==> src/spring_rk4_integrator_assert.svh <==
// Assertion macros for the spring follower.
// Included by the datapath; no other dependency.
`ifndef SPRING_RK4_INTEGRATOR_ASSERT_SVH
`define SPRING_RK4_INTEGRATOR_ASSERT_SVH

// clocked check, masked while reset is low
`define SRK4_ASSERT(label, clk, rst_n, prop, msg) \
  label: assert property (@(posedge clk) disable iff (!rst_n) prop) else $error(msg);

// clocked check that also holds through reset
`define SRK4_ASSERT_ALWAYS(label, clk, prop, msg) \
  label: assert property (@(posedge clk) prop) else $error(msg);

`endif

==> src/srk4_pkg.sv <==
// Shared types, command codes and constants for the spring follower.
// No dependencies; every module imports it.
package srk4_pkg;

  localparam int SRK4_FRAC_BITS  = 16;
  localparam int SRK4_DT_CAP     = 64000;
  localparam int SRK4_HMIN       = 100;
  localparam int SRK4_QA_LIMIT   = 1100;
  localparam int SRK4_MK_FACTOR  = 15625;
  localparam int SRK4_K4M        = 4000000;
  localparam int SRK4_DIV_HALF   = 2000000;
  localparam int SRK4_DIV_FULL   = 1000000;
  localparam int SRK4_DIV_SIXTH  = 6000000;

  localparam logic [2:0] REG_STIFFNESS = 3'd0;
  localparam logic [2:0] REG_DAMPING   = 3'd1;
  localparam logic [2:0] REG_MASS      = 3'd2;
  localparam logic [2:0] REG_TARGET    = 3'd3;
  localparam logic [2:0] REG_THRESHOLD = 3'd4;

  typedef struct packed {
    logic        func;
    logic [19:0] dt_us;
  } in_word_t;

  typedef struct packed {
    logic signed [31:0] position;
    logic signed [31:0] velocity;
    logic               at_rest;
  } out_word_t;

  typedef enum logic [4:0] {
    OP_NONE, OP_START, OP_HMAX_CAP, OP_SAVE, OP_DIV_STIFF, OP_SQRT, OP_HMAX_WB,
    OP_SUB_INIT, OP_FK, OP_FC, OP_DIV_ACC, OP_ACC_WB, OP_ACCUM, OP_DIV_SCALE,
    OP_SCALE_WB, OP_SUB_END, OP_EMIT
  } op_t;

  typedef enum logic [2:0] {MS_KD, MS_CV, MS_SH, MS_MK, MS_QA, MS_RA} mul_sel_t;

  // scale targets: x2..x4 from v, v2..v4 from a, then final position and velocity
  typedef enum logic [1:0] {SC_X, SC_V, SC_PX, SC_PV} scale_sel_t;

  typedef enum logic [1:0] {D_HALF, D_FULL, D_SIXTH} dsel_t;

  typedef struct packed {
    op_t        op;
    logic       mul_en;
    mul_sel_t   mul_sel;
    scale_sel_t sc_sel;
    dsel_t      dsel;
    logic       dbl;
  } cmd_t;

  typedef struct packed {
    logic func;
    logic stiff_zero;
    logic qa_big;
    logic rem_zero;
    logic div_done;
    logic sqrt_done;
    logic out_free;
  } status_t;

  typedef enum logic [4:0] {
    S_IDLE, S_HM_CHK, S_HM_DIVA, S_HM_WAITA, S_HM_QA, S_HM_RA, S_HM_DIVB,
    S_HM_WAITB, S_HM_SQRT, S_HM_WAITS, S_HM_WB, S_SUB_CHK, S_ACC_KD, S_ACC_FK,
    S_ACC_FC, S_ACC_DIV, S_ACC_WAIT, S_ACC_WB, S_ACCUM, S_SC_MUL, S_SC_DIV,
    S_SC_WAIT, S_SC_WB, S_SUB_END, S_EMIT
  } state_t;

  function automatic logic signed [31:0] sat32(input logic signed [63:0] x);
    logic signed [31:0] r;
    if (x > 64'sd2147483647) begin
      r = 32'sh7fffffff;
    end else if (x < -64'sd2147483648) begin
      r = 32'sh80000000;
    end else begin
      r = x[31:0];
    end
    return r;
  endfunction

endpackage

==> src/srk4_ctrl.sv <==
// Controller: sequences substep length, RK4 stages and result hand-off.
// Depends on srk4_pkg; drives the datapath through cmd_t, reads status_t.
module srk4_ctrl import srk4_pkg::*; (
  input  logic    clk,
  input  logic    rst_n,
  input  logic    in_valid,
  output logic    in_ready,
  input  status_t st,
  output cmd_t    cmd
);
  state_t     state_r, state_nxt;
  logic [1:0] stage_r, stage_nxt;
  scale_sel_t sc_r, sc_nxt;

  always_ff @(posedge clk) begin
    if (!rst_n) begin
      state_r <= S_IDLE;
      stage_r <= '0;
      sc_r    <= SC_X;
    end else begin
      state_r <= state_nxt;
      stage_r <= stage_nxt;
      sc_r    <= sc_nxt;
    end
  end

  always_comb begin
    state_nxt   = state_r;
    stage_nxt   = stage_r;
    sc_nxt      = sc_r;
    in_ready    = 1'b0;
    cmd.op      = OP_NONE;
    cmd.mul_en  = 1'b0;
    cmd.mul_sel = MS_KD;
    cmd.sc_sel  = sc_r;
    cmd.dbl     = (stage_r == 2'd1) || (stage_r == 2'd2);
    unique case (stage_r)
      2'd0, 2'd1: cmd.dsel = D_HALF;
      2'd2:       cmd.dsel = D_FULL;
      default:    cmd.dsel = D_SIXTH;
    endcase

    unique case (state_r)
      S_IDLE: begin
        in_ready = 1'b1;
        if (in_valid) begin
          cmd.op    = OP_START;
          state_nxt = st.func ? S_EMIT : S_HM_CHK;
        end
      end
      S_HM_CHK: begin
        if (st.stiff_zero) begin
          cmd.op    = OP_HMAX_CAP;
          state_nxt = S_SUB_CHK;
        end else begin
          cmd.mul_en  = 1'b1;
          cmd.mul_sel = MS_MK;
          state_nxt   = S_HM_DIVA;
        end
      end
      S_HM_DIVA: begin
        cmd.op    = OP_DIV_STIFF;
        state_nxt = S_HM_WAITA;
      end
      S_HM_WAITA: if (st.div_done) state_nxt = S_HM_QA;
      S_HM_QA: begin
        if (st.qa_big) begin
          cmd.op    = OP_HMAX_CAP;
          state_nxt = S_SUB_CHK;
        end else begin
          cmd.mul_en  = 1'b1;
          cmd.mul_sel = MS_QA;
          state_nxt   = S_HM_RA;
        end
      end
      S_HM_RA: begin
        // keep the whole-part product while the fraction product is formed
        cmd.op      = OP_SAVE;
        cmd.mul_en  = 1'b1;
        cmd.mul_sel = MS_RA;
        state_nxt   = S_HM_DIVB;
      end
      S_HM_DIVB: begin
        cmd.op    = OP_DIV_STIFF;
        state_nxt = S_HM_WAITB;
      end
      S_HM_WAITB: if (st.div_done) state_nxt = S_HM_SQRT;
      S_HM_SQRT: begin
        cmd.op    = OP_SQRT;
        state_nxt = S_HM_WAITS;
      end
      S_HM_WAITS: if (st.sqrt_done) state_nxt = S_HM_WB;
      S_HM_WB: begin
        cmd.op    = OP_HMAX_WB;
        state_nxt = S_SUB_CHK;
      end
      S_SUB_CHK: begin
        if (st.rem_zero) begin
          state_nxt = S_EMIT;
        end else begin
          cmd.op    = OP_SUB_INIT;
          stage_nxt = 2'd0;
          state_nxt = S_ACC_KD;
        end
      end
      S_ACC_KD: begin
        cmd.mul_en  = 1'b1;
        cmd.mul_sel = MS_KD;
        state_nxt   = S_ACC_FK;
      end
      S_ACC_FK: begin
        cmd.op      = OP_FK;
        cmd.mul_en  = 1'b1;
        cmd.mul_sel = MS_CV;
        state_nxt   = S_ACC_FC;
      end
      S_ACC_FC: begin
        cmd.op    = OP_FC;
        state_nxt = S_ACC_DIV;
      end
      S_ACC_DIV: begin
        cmd.op    = OP_DIV_ACC;
        state_nxt = S_ACC_WAIT;
      end
      S_ACC_WAIT: if (st.div_done) state_nxt = S_ACC_WB;
      S_ACC_WB: begin
        cmd.op    = OP_ACC_WB;
        state_nxt = S_ACCUM;
      end
      S_ACCUM: begin
        cmd.op    = OP_ACCUM;
        sc_nxt    = (stage_r == 2'd3) ? SC_PX : SC_X;
        state_nxt = S_SC_MUL;
      end
      S_SC_MUL: begin
        cmd.mul_en  = 1'b1;
        cmd.mul_sel = MS_SH;
        state_nxt   = S_SC_DIV;
      end
      S_SC_DIV: begin
        cmd.op    = OP_DIV_SCALE;
        state_nxt = S_SC_WAIT;
      end
      S_SC_WAIT: if (st.div_done) state_nxt = S_SC_WB;
      S_SC_WB: begin
        cmd.op = OP_SCALE_WB;
        unique case (sc_r)
          SC_X: begin
            sc_nxt    = SC_V;
            state_nxt = S_SC_MUL;
          end
          SC_V: begin
            stage_nxt = stage_r + 2'd1;
            state_nxt = S_ACC_KD;
          end
          SC_PX: begin
            sc_nxt    = SC_PV;
            state_nxt = S_SC_MUL;
          end
          SC_PV: state_nxt = S_SUB_END;
        endcase
      end
      S_SUB_END: begin
        cmd.op    = OP_SUB_END;
        state_nxt = S_SUB_CHK;
      end
      S_EMIT: begin
        // hold until the output register is free
        if (st.out_free) begin
          cmd.op    = OP_EMIT;
          state_nxt = S_IDLE;
        end
      end
      default: state_nxt = S_IDLE;
    endcase
  end
endmodule

==> config.mk <==
export PLATFORM = sky130hd
export DESIGN_NAME = srk4_ctrl
export DESIGN_NICKNAME = d
export VERILOG_FILES = /design/src/spring_rk4_integrator_assert.svh /design/src/srk4_pkg.sv /design/src/srk4_ctrl.sv
export SDC_FILE = /design/constraint.sdc
export NUM_CORES = 1
export LEC_CHECK = 0
export BUFFER_PORTS_ARGS = -buffer_cell sky130_fd_sc_hd__buf_2
export CORE_MARGIN = 2
export CORE_UTILIZATION = 45
export CTS_CLUSTER_DIAMETER = 120
export DETAILED_ROUTE_END_ITERATION = 16
export GPL_TIMING_DRIVEN = 1
export HOLD_SLACK_MARGIN = 0.05
export PLACE_DENSITY = 0.68
export SYNTH_ARGS = -nofsm -noshare
export SYNTH_HDL_FRONTEND = slang
export SYNTH_SLANG_ARGS = --single-unit
==> constraint.sdc <==
create_clock -name clk -period 1.75 [get_ports clk]
set_input_delay 0.175 -clock clk [delete_from_list [all_inputs] [get_ports clk]]
set_output_delay 0.175 -clock clk [all_outputs]
set_load 0.005 [all_outputs]
== Word level (Yosys, flattened, before mapping) ==
Cells that the tools add are included.

* Memories kept: 0
* Memory bits (read-only): 0
* Bits in latches: 0
* Input port bits: 10
* Bits in writable memories: 0
* Flip-flop bits (word level): 9
* Logic and storage cells: 87

* Eq/ne operators: 40
* Multiplexer cells: 30
* Multipliers: 0
* Bitwise gates (word level): 0
* Divide/modulo/power cells: 0
* Shift operators: 0
* Add/sub/neg operators: 1
* $lt $le $gt $ge: 0
* Reductions and logical operators: 13

{| class="wikitable"
|+ Operators with widths
! kind !! number
|-
| $pmux 5 s24 || 1
|-
| $pmux 5 s17 || 1
|-
| $mux 5 || 10
|-
| $eq 5x5->1 const B || 9
|-
| $eq 5x4->1 const B || 8
|-
| $pmux 4 s6 || 1
|-
| $eq 5x3->1 const B || 4
|-
| $ne 2x2->1 const B || 9
|-
| $mux 4 || 4
|-
| $pmux 2 s2 || 4
|-
| $pmux 5 s3 || 1
|-
| $eq 5x2->1 const B || 2
|-
| $mux 2 || 5
|-
| $eq 2x2->1 const B || 4
|-
| $reduce_or 2->1 || 4
|-
| $reduce_and 7->1 || 1
|-
| $eq 5x1->1 const B || 1
|-
| $logic_not 5->1 || 1
|-
| $eq 2x1->1 const B || 2
|-
| $logic_not 2->1 || 2
|-
| $reduce_bool 2->1 || 2
|-
| $mux 3 || 1
|-
| $ne 3x3->1 const B || 1
|-
| $reduce_and 3->1 || 1
|-
| 4 further kinds || 5
|}

== Depth between registers and ports, before layout ==
Gate-level depths: netlist (run 1).

* Depth in word-level cells: 4
* Depth in mapped cells: 7
* Gate-level depth less buffers: 5

== Least setup slack after synthesis (run 1) ==
Ideal clock, no wire load.

* Kind: register -> register
* Start: reg state_r[0]
* End: reg state_r[3]
* Slack: 0.105 ns
* Required time: 1.630 ns
* Cell stages (with the launch flop): 7
* Arrival time: 1.525 ns
* Period minus slack after synthesis: 1.645 ns
* Cells stage by stage: dfxtp_1 > buf_6 > or3_4 > or3_1 > nand4b_2 > a41oi_2 > o31a_1

* Longest elaborated chain between the ends: 3
* Elaborated cells between the ends (all ways): 35

{| class="wikitable"
|+ RTL lines
! element !! RTL line !! source
|-
| start, declared || srk4_ctrl.sv:11 || <nowiki>state_t state_r, state_nxt;</nowiki>
|-
| start signal, assigned || srk4_ctrl.sv:21 || <nowiki>state_r <= state_nxt;</nowiki>
|-
| $eq 5x5->1 (tied with other cells) || srk4_ctrl.sv:43 || <nowiki>unique case (state_r)</nowiki>
|-
| $reduce_or 2->1 (no line) / $ne 2x2->1 (equally long branches) || -- ||
|-
| $pmux 5 s24 / $reduce_and 7->1 (equally long branches) || -- ||
|}

Parallel ways exist; a longest one is shown, timed or not.
A chain may end at the register's enable or synchronous reset.

== Worst setup path after layout (run 1) ==
* Start: reg state_r[4]
* End: reg state_r[3]

The elaborated chain is that of the path after synthesis.

==> reports/results.ini, run 1 <==
[outcome]
outcome = finished with violations
violations = setup timing

[final_layout]
drive_gt1_share_pct = 45.1
post-route-util_pct = 70.7
layout.cells.non_filler = 221
area.growth.synth_to_final_pct = 46.4
antenna_cells = 0
layout_commonest_cell = buf_2
finalInstanceArea_mm2 = 0.00158
fin_nets = 206
final_cell_mix = buf_2, buf_4, nand2_1

[global_route]
track_usage_pct = 25.2
grt_pass1_wl_um = 5220
gr-total-overflow = 0
grt_pass1_vias = 1140
grt_start_max_net_pins = 23
antenna_found_initial = 0

[synthesis]
synth_top_family_by_area = simple AND/OR/NAND/NOR gates
syn_area_mm2 = 0.00108
synth_nets = 165
syn_inst = 153
yosys.area_share.simple_pct = 36.8
ys.flop_type = dfxtp_1
ys_seq_area_share_pct = 16.7
ys_types = 47
synth_edf_count = 0
synthAdderAreaFrac_pct = 2.32
synth-xor-area-share_pct = 3.25
avgSynthCellArea_um2 = 7.05
yosys_warnings = 0
yosys-mux-area-fraction_pct = 0.928
synth_compound_area_share_pct = 31.0
synth-seq-cells = 9
ys_async_sr_fraction_pct = 0

[timing]
fin_crit_sh_pct = 100
fin_ws_ns = -0.00592
holdWs_ns = 0.182
relSlewSlack_pct = 76.6
min_period_ns = 1.76
setup_viol = 1
drv_slew = 0
grt_setup_unrepaired = yes
clock_skew_ns = 0.00664
hold_violations = 0
tns_ns = -0.00592
timing.fmax_mhz = 570
tightest_slew_ns = 0.348

[route]
wirelength_um = 3620
dr.first_iter.drc_count = 67
num_vias = 1324
drc = 0
drt-vias-per-instance = 5.99
wl_per_cell_um = 16.4
dr.pass1.iters = 4
final_antenna_net_count = 0

[die]
die_h_um = 53.0
ioPinCount = 25
dieArea_mm2 = 0.00280
coreArea_mm2 = 0.00223
die_w_um = 53.0
rows = 17
initial_core_util_pct = 48.3

[clocking]
cts_buffer_depth = 2
cts_htree_levels = 1
cts_tree = yes
root_buffer = clkbuf_4
cts_buffers = 3
clock_latency_ns = 0.27
cts.sinks = 9
clk_pin_slew_ns = 0.07

[placed_design]
dp_slack_ns = 0.0177
gp_congestion = 0.953
hpwlAfterDp_um = 2450
numPlacedInstances = 209
port_buffers = 24
dpl_cell_area_mm2 = 0.00129

[power_and_ir_drop]
total_power_mw = 2.53
vdd.ir_drop.worst_uv = 1440
power.density_mw_per_mm2 = 1600
leakage_nw = 0.658

[worst_setup_path]
cp-end-kind = flop
path_class = reg2reg
cp-start-kind = flop
cp.arrival_ns = 1.92
crit_fanout = 3
worstPathRequired_ns = 1.91

[job]
max-cap-violations = 0

[worst_hold_path]
hp-class = in2reg

-- state kept, by name (all words and copies together) (netlist names) --
name and cells:
stage_r 2, state_r 5, sc_r 2
-- layer usage --
layer	share of wire, %	global-route usage, %	vias to the layer above
li1	-	-	644
met1	44	33.1	614
met2	49	42.7	63
met3	6.4	3.39	3
met4	0.75	6.84	0
met5	0	0	-
-- final cells by class --
class / instances / area (µm²)
Multi-Input combinational cell: 123 / 930
Fill cell: 188 / 654
Timing Repair Buffer: 49 / 368
Sequential cell: 9 / 190
Tap cell: 28 / 35.0
Inverter: 8 / 30.0
Clock buffer: 4 / 26.3
-- Yosys cell counts, types with 2 or more instances --
library cell	instances	share of area [%]
nor2b_1	2	1.2
o22a_1	2	1.6
o221a_1	2	2.1
o32ai_1	3	2.4
nand2_1	15	5.2
nand2b_1	7	4.1
inv_1	8	2.8
ha_1	2	2.3
o211ai_1	3	2.1
or2_2	2	1.2
nor4b_2	2	2.8
dfxtp_1	9	17
o31a_1	3	2.4
a21boi_0	2	1.4
buf_1	2	0.70
nor3_1	8	3.7
or3_1	2	1.2
xnor2_1	3	2.4
nand3b_1	2	1.4
a31o_2	2	1.6
o22ai_1	2	1.2
nand3_1	5	2.3
buf_2	9	4.2
a21oi_1	12	5.6
nor4_1	2	1.2
o21ai_0	6	2.8
nor2_1	16	5.6
-- path summary, 6_finish.rpt --
check / start / endpoint / slack [ns] / depth (start not counted)
setup / recovery: state_r[4] / state_r[3] / -0.006 / 7
hold / removal: rst_n / state_r[3] / 0.18 / 2
setup reg to reg: state_r[4] / state_r[3] / -0.006 / 7
hold reg to reg: sc_r[1] / sc_r[1] / 0.51 / 2
-- kinds of logic after synthesis --
| family | after synthesis |
|---|---|
| buffers and inverters | 21 |
| AO/OA/AOI/OAI | 46 |
| AND/OR/NAND/NOR | 70 |
| flip-flops | 9 |
| adder cells (fa/ha/maj) | 2 |
| XOR/XNOR | 4 |
| multiplexers | 1 |
-- power breakdown --
part	leakage [nW]	switching [mW]	internal, mW
logic	0.568	1.02	1.01
clock network	0.0150	0.0829	0.0883
registers	0.0754	0.0627	0.261
-- worst max-delay path, cell delays in order, from the launching register on --
cell and delay [ns]:
dfxtp_2 0.35, buf_6 0.10, or4b_4 0.45, o22a_1 0.24, buf_6 0.13, nand4b_4 0.08
a41oi_2 0.04, o31a_1 0.25
-- repair_timing --
| action | in CTS | in global routing |
|---|---|---|
| cloned | 0 | 0 |
| setup endpoints to repair | 5 | 8 |
| hold buffers | 0 | 0 |
| gates resized for setup | 19 | 30 |
| setup buffers | 3 | 5 |
| hold endpoints to repair | 0 | 0 |
| pin swaps | 3 | 3 |
Power figures use the tool's default switching activity.
==> run 2: changes to the inputs <==
REMOVE_ABC_BUFFERS = 1   (was default)
==> reports/results.ini, run 2 (synthesized netlist as in run 1, its figures left out) <==
[global_route]
grt_start_max_net_pins = 23  ; unchanged
antenna_found_initial = 0  ; unchanged
gr-total-overflow = 0  ; unchanged
grt_pass1_vias = 1311  ; +15%
grt_pass1_wl_um = 5930  ; +14%
track_usage_pct = 29.0  ; +3.8 points

[route]
wirelength_um = 3710  ; +2.5%
drt-vias-per-instance = 6.09  ; +1.6%
dr.first_iter.drc_count = 39  ; -42%
final_antenna_net_count = 0  ; unchanged
wl_per_cell_um = 17.0  ; +3.9%
dr.pass1.iters = 4  ; unchanged
num_vias = 1327  ; +0.23%
drc = 0  ; unchanged

[final_layout]
fin_nets = 203  ; -1.5%
drive_gt1_share_pct = 42.6  ; -2.4 points
finalInstanceArea_mm2 = 0.00159  ; +0.79%
reg_top3 = state_r: 5 flops, sc_r: 2 flops, stage_r: 2 flops
nFillCells = 201  ; +6.9%
final_cell_mix = buf_2, nand2_1, nor2_1
largest_reg_flops = 5  ; unchanged
layout.cells.non_filler = 218  ; -1.4%
layout_commonest_cell = buf_2
antenna_cells = 0  ; unchanged
area.growth.synth_to_final_pct = 47.6
regMostFlops = state_r

[clocking]
cts_buffers = 3  ; unchanged
cts_htree_levels = 1  ; unchanged
cts_tree = yes
clock_latency_ns = 0.27  ; about the same
clk_pin_slew_ns = 0.07  ; about the same
cts_buffer_depth = 2  ; unchanged
cts.sinks = 9  ; unchanged
root_buffer = clkbuf_4

[power_and_ir_drop]
p_switching_mw = 1.19  ; +1.6%
seq_power_share_pct = 13.5  ; +0.7 points
power.density_mw_per_mm2 = 1630  ; +1.9%
switching_share_pct = 45.8  ; -0.52 points
leakage_nw = 0.672  ; +2.1%
internal-power_mw = 1.41  ; +3.7%
share_comb_of_total_power_pct = 79.9  ; -0.5 points
pwr-share-clk_pct = 6.7  ; about the same
vdd.ir_drop.worst_uv = 1300  ; -10%

[placed_design]
dpl_cell_area_mm2 = 0.00127  ; -1.7%
numPlacedInstances = 206  ; -1.4%
port_buffers = 24  ; unchanged
dp_slack_ns = -0.0441  ; -0.0618 ns
hpwlAfterDp_um = 2420  ; -1.2%
gp_congestion = 0.880  ; -7.7%

[timing]
grt_setup_unrepaired = yes
setup_viol = 0  ; -1
holdWs_ns = 0.169  ; -0.0130 ns
hold_violations = 0  ; unchanged
fin_ws_ns = 0.00186  ; +0.00778 ns
timing.fmax_mhz = 572  ; +0.44%
clock_skew_ns = 0.00301  ; -0.00363 ns
relSlewSlack_pct = 67.1  ; -9.5 points
min_period_ns = 1.75  ; -0.00778 ns
drv_slew = 0  ; unchanged
fin_crit_sh_pct = 99.9  ; -0.44 points
tightest_slew_ns = 0.489  ; +0.141 ns

[worst_hold_path]
hp-class = in2reg
hold_start = rst_n

[worst_setup_path]
path_class = reg2out
cp-end-kind = primary output
crit_fanout = 6  ; +3
cp-start-kind = flop
r2r_start = state_r[0]
cp.arrival_ns = 1.57  ; -0.35 ns
worstSetupStartpoint = state_r[1]
worstPathRequired_ns = 1.57  ; -0.34 ns

[die]
initial_core_util_pct = 48.3  ; unchanged
dieArea_mm2 = 0.00280  ; unchanged
die_h_um = 53.0  ; unchanged
ioPinCount = 25  ; unchanged
coreArea_mm2 = 0.00223  ; unchanged
die_w_um = 53.0  ; unchanged
rows = 17  ; unchanged

[outcome]
outcome = finished clean

[job]
max-cap-violations = 0  ; unchanged

run 2: changes by cell type in the layout (fill, tap and decap cells not counted), sizes merged:
cell,change
buf,-4
bufbuf,+1
run 2: what timing repair did:
item | in CTS | in global routing
buffers inserted | 4 | 2
hold buffers | 0 | 0
pin swaps | 7 | 7
endpoints found under the hold margin | 0 | 0
resized for setup | 29 | 17
gates cloned | 2 | 0
endpoints found under the setup margin | 8 | 12
run 2: per-layer routing:
| metal | vias to the layer above | part of all wire, % | track usage [%] |
|---|---|---|---|
| li1 | 641 | - | - |
| met2 | 50 | 51 | 49.6 |
| met5 | - | 0 | 0 |
| met3 | 13 | 4.3 | 2.54 |
| met1 | 623 | 42 | 34.5 |
| met4 | 0 | 3.0 | 18.4 |
run 2: metrics by stage:
stage / total power [mW] / setup TNS (ns) / util (%)
global placement: 1.82 / -0.0130 / 56.9
finish: 2.60 / 0 / 71.3
detailed placement: 1.83 / -0.0548 / 56.9
global route: 2.77 / -0.288 / 71.3
CTS: 2.39 / -0.0781 / 67.6
floorplan: 1.31 / -0.636 / -
run 2: critical path, stage by stage, from the launching register on:
cell and delay, ns:
dfxtp_4 0.38, buf_8 0.15, buf_4 0.15, nor2_4 0.10
nand3_2 0.09, o31a_1 0.11, o211ai_1 0.18, buf_2 0.14
run 2: layout make-up:
| type | instances | area [µm²] | share of cell area, % |
|---|---|---|---|
| multi-input cells | 123 | 932 | 58.6 |
| well taps | 28 | 35.0 | 2.20 |
| flip-flops and latches | 9 | 191 | 12.0 |
| inverters | 8 | 30.0 | 1.89 |
| clock buffers | 4 | 26.3 | 1.65 |
| repair buffers | 46 | 377 | 23.7 |
run 2: worst paths after layout:
kind                      to  slack (ns)  cells after the start
setup / recovery     cmd[10]       0.002                      7
setup reg to reg  state_r[0]        0.01                      5
hold / removal    state_r[3]        0.17                      2
hold reg to reg      sc_r[1]        0.51                      2
run 2: power by group through the flow:
| stage | logic (mW) | clock network, mW | registers (mW) |
|---|---|---|---|
| finish | 2.07 | 0.173 | 0.350 |
| global route | 2.23 | 0.176 | 0.357 |
| CTS | 1.88 | 0.175 | 0.328 |
| detailed placement | 1.52 | 0 | 0.311 |
| global placement | 1.51 | 0 | 0.310 |
| floorplan | 0.862 | 0 | 0.444 |
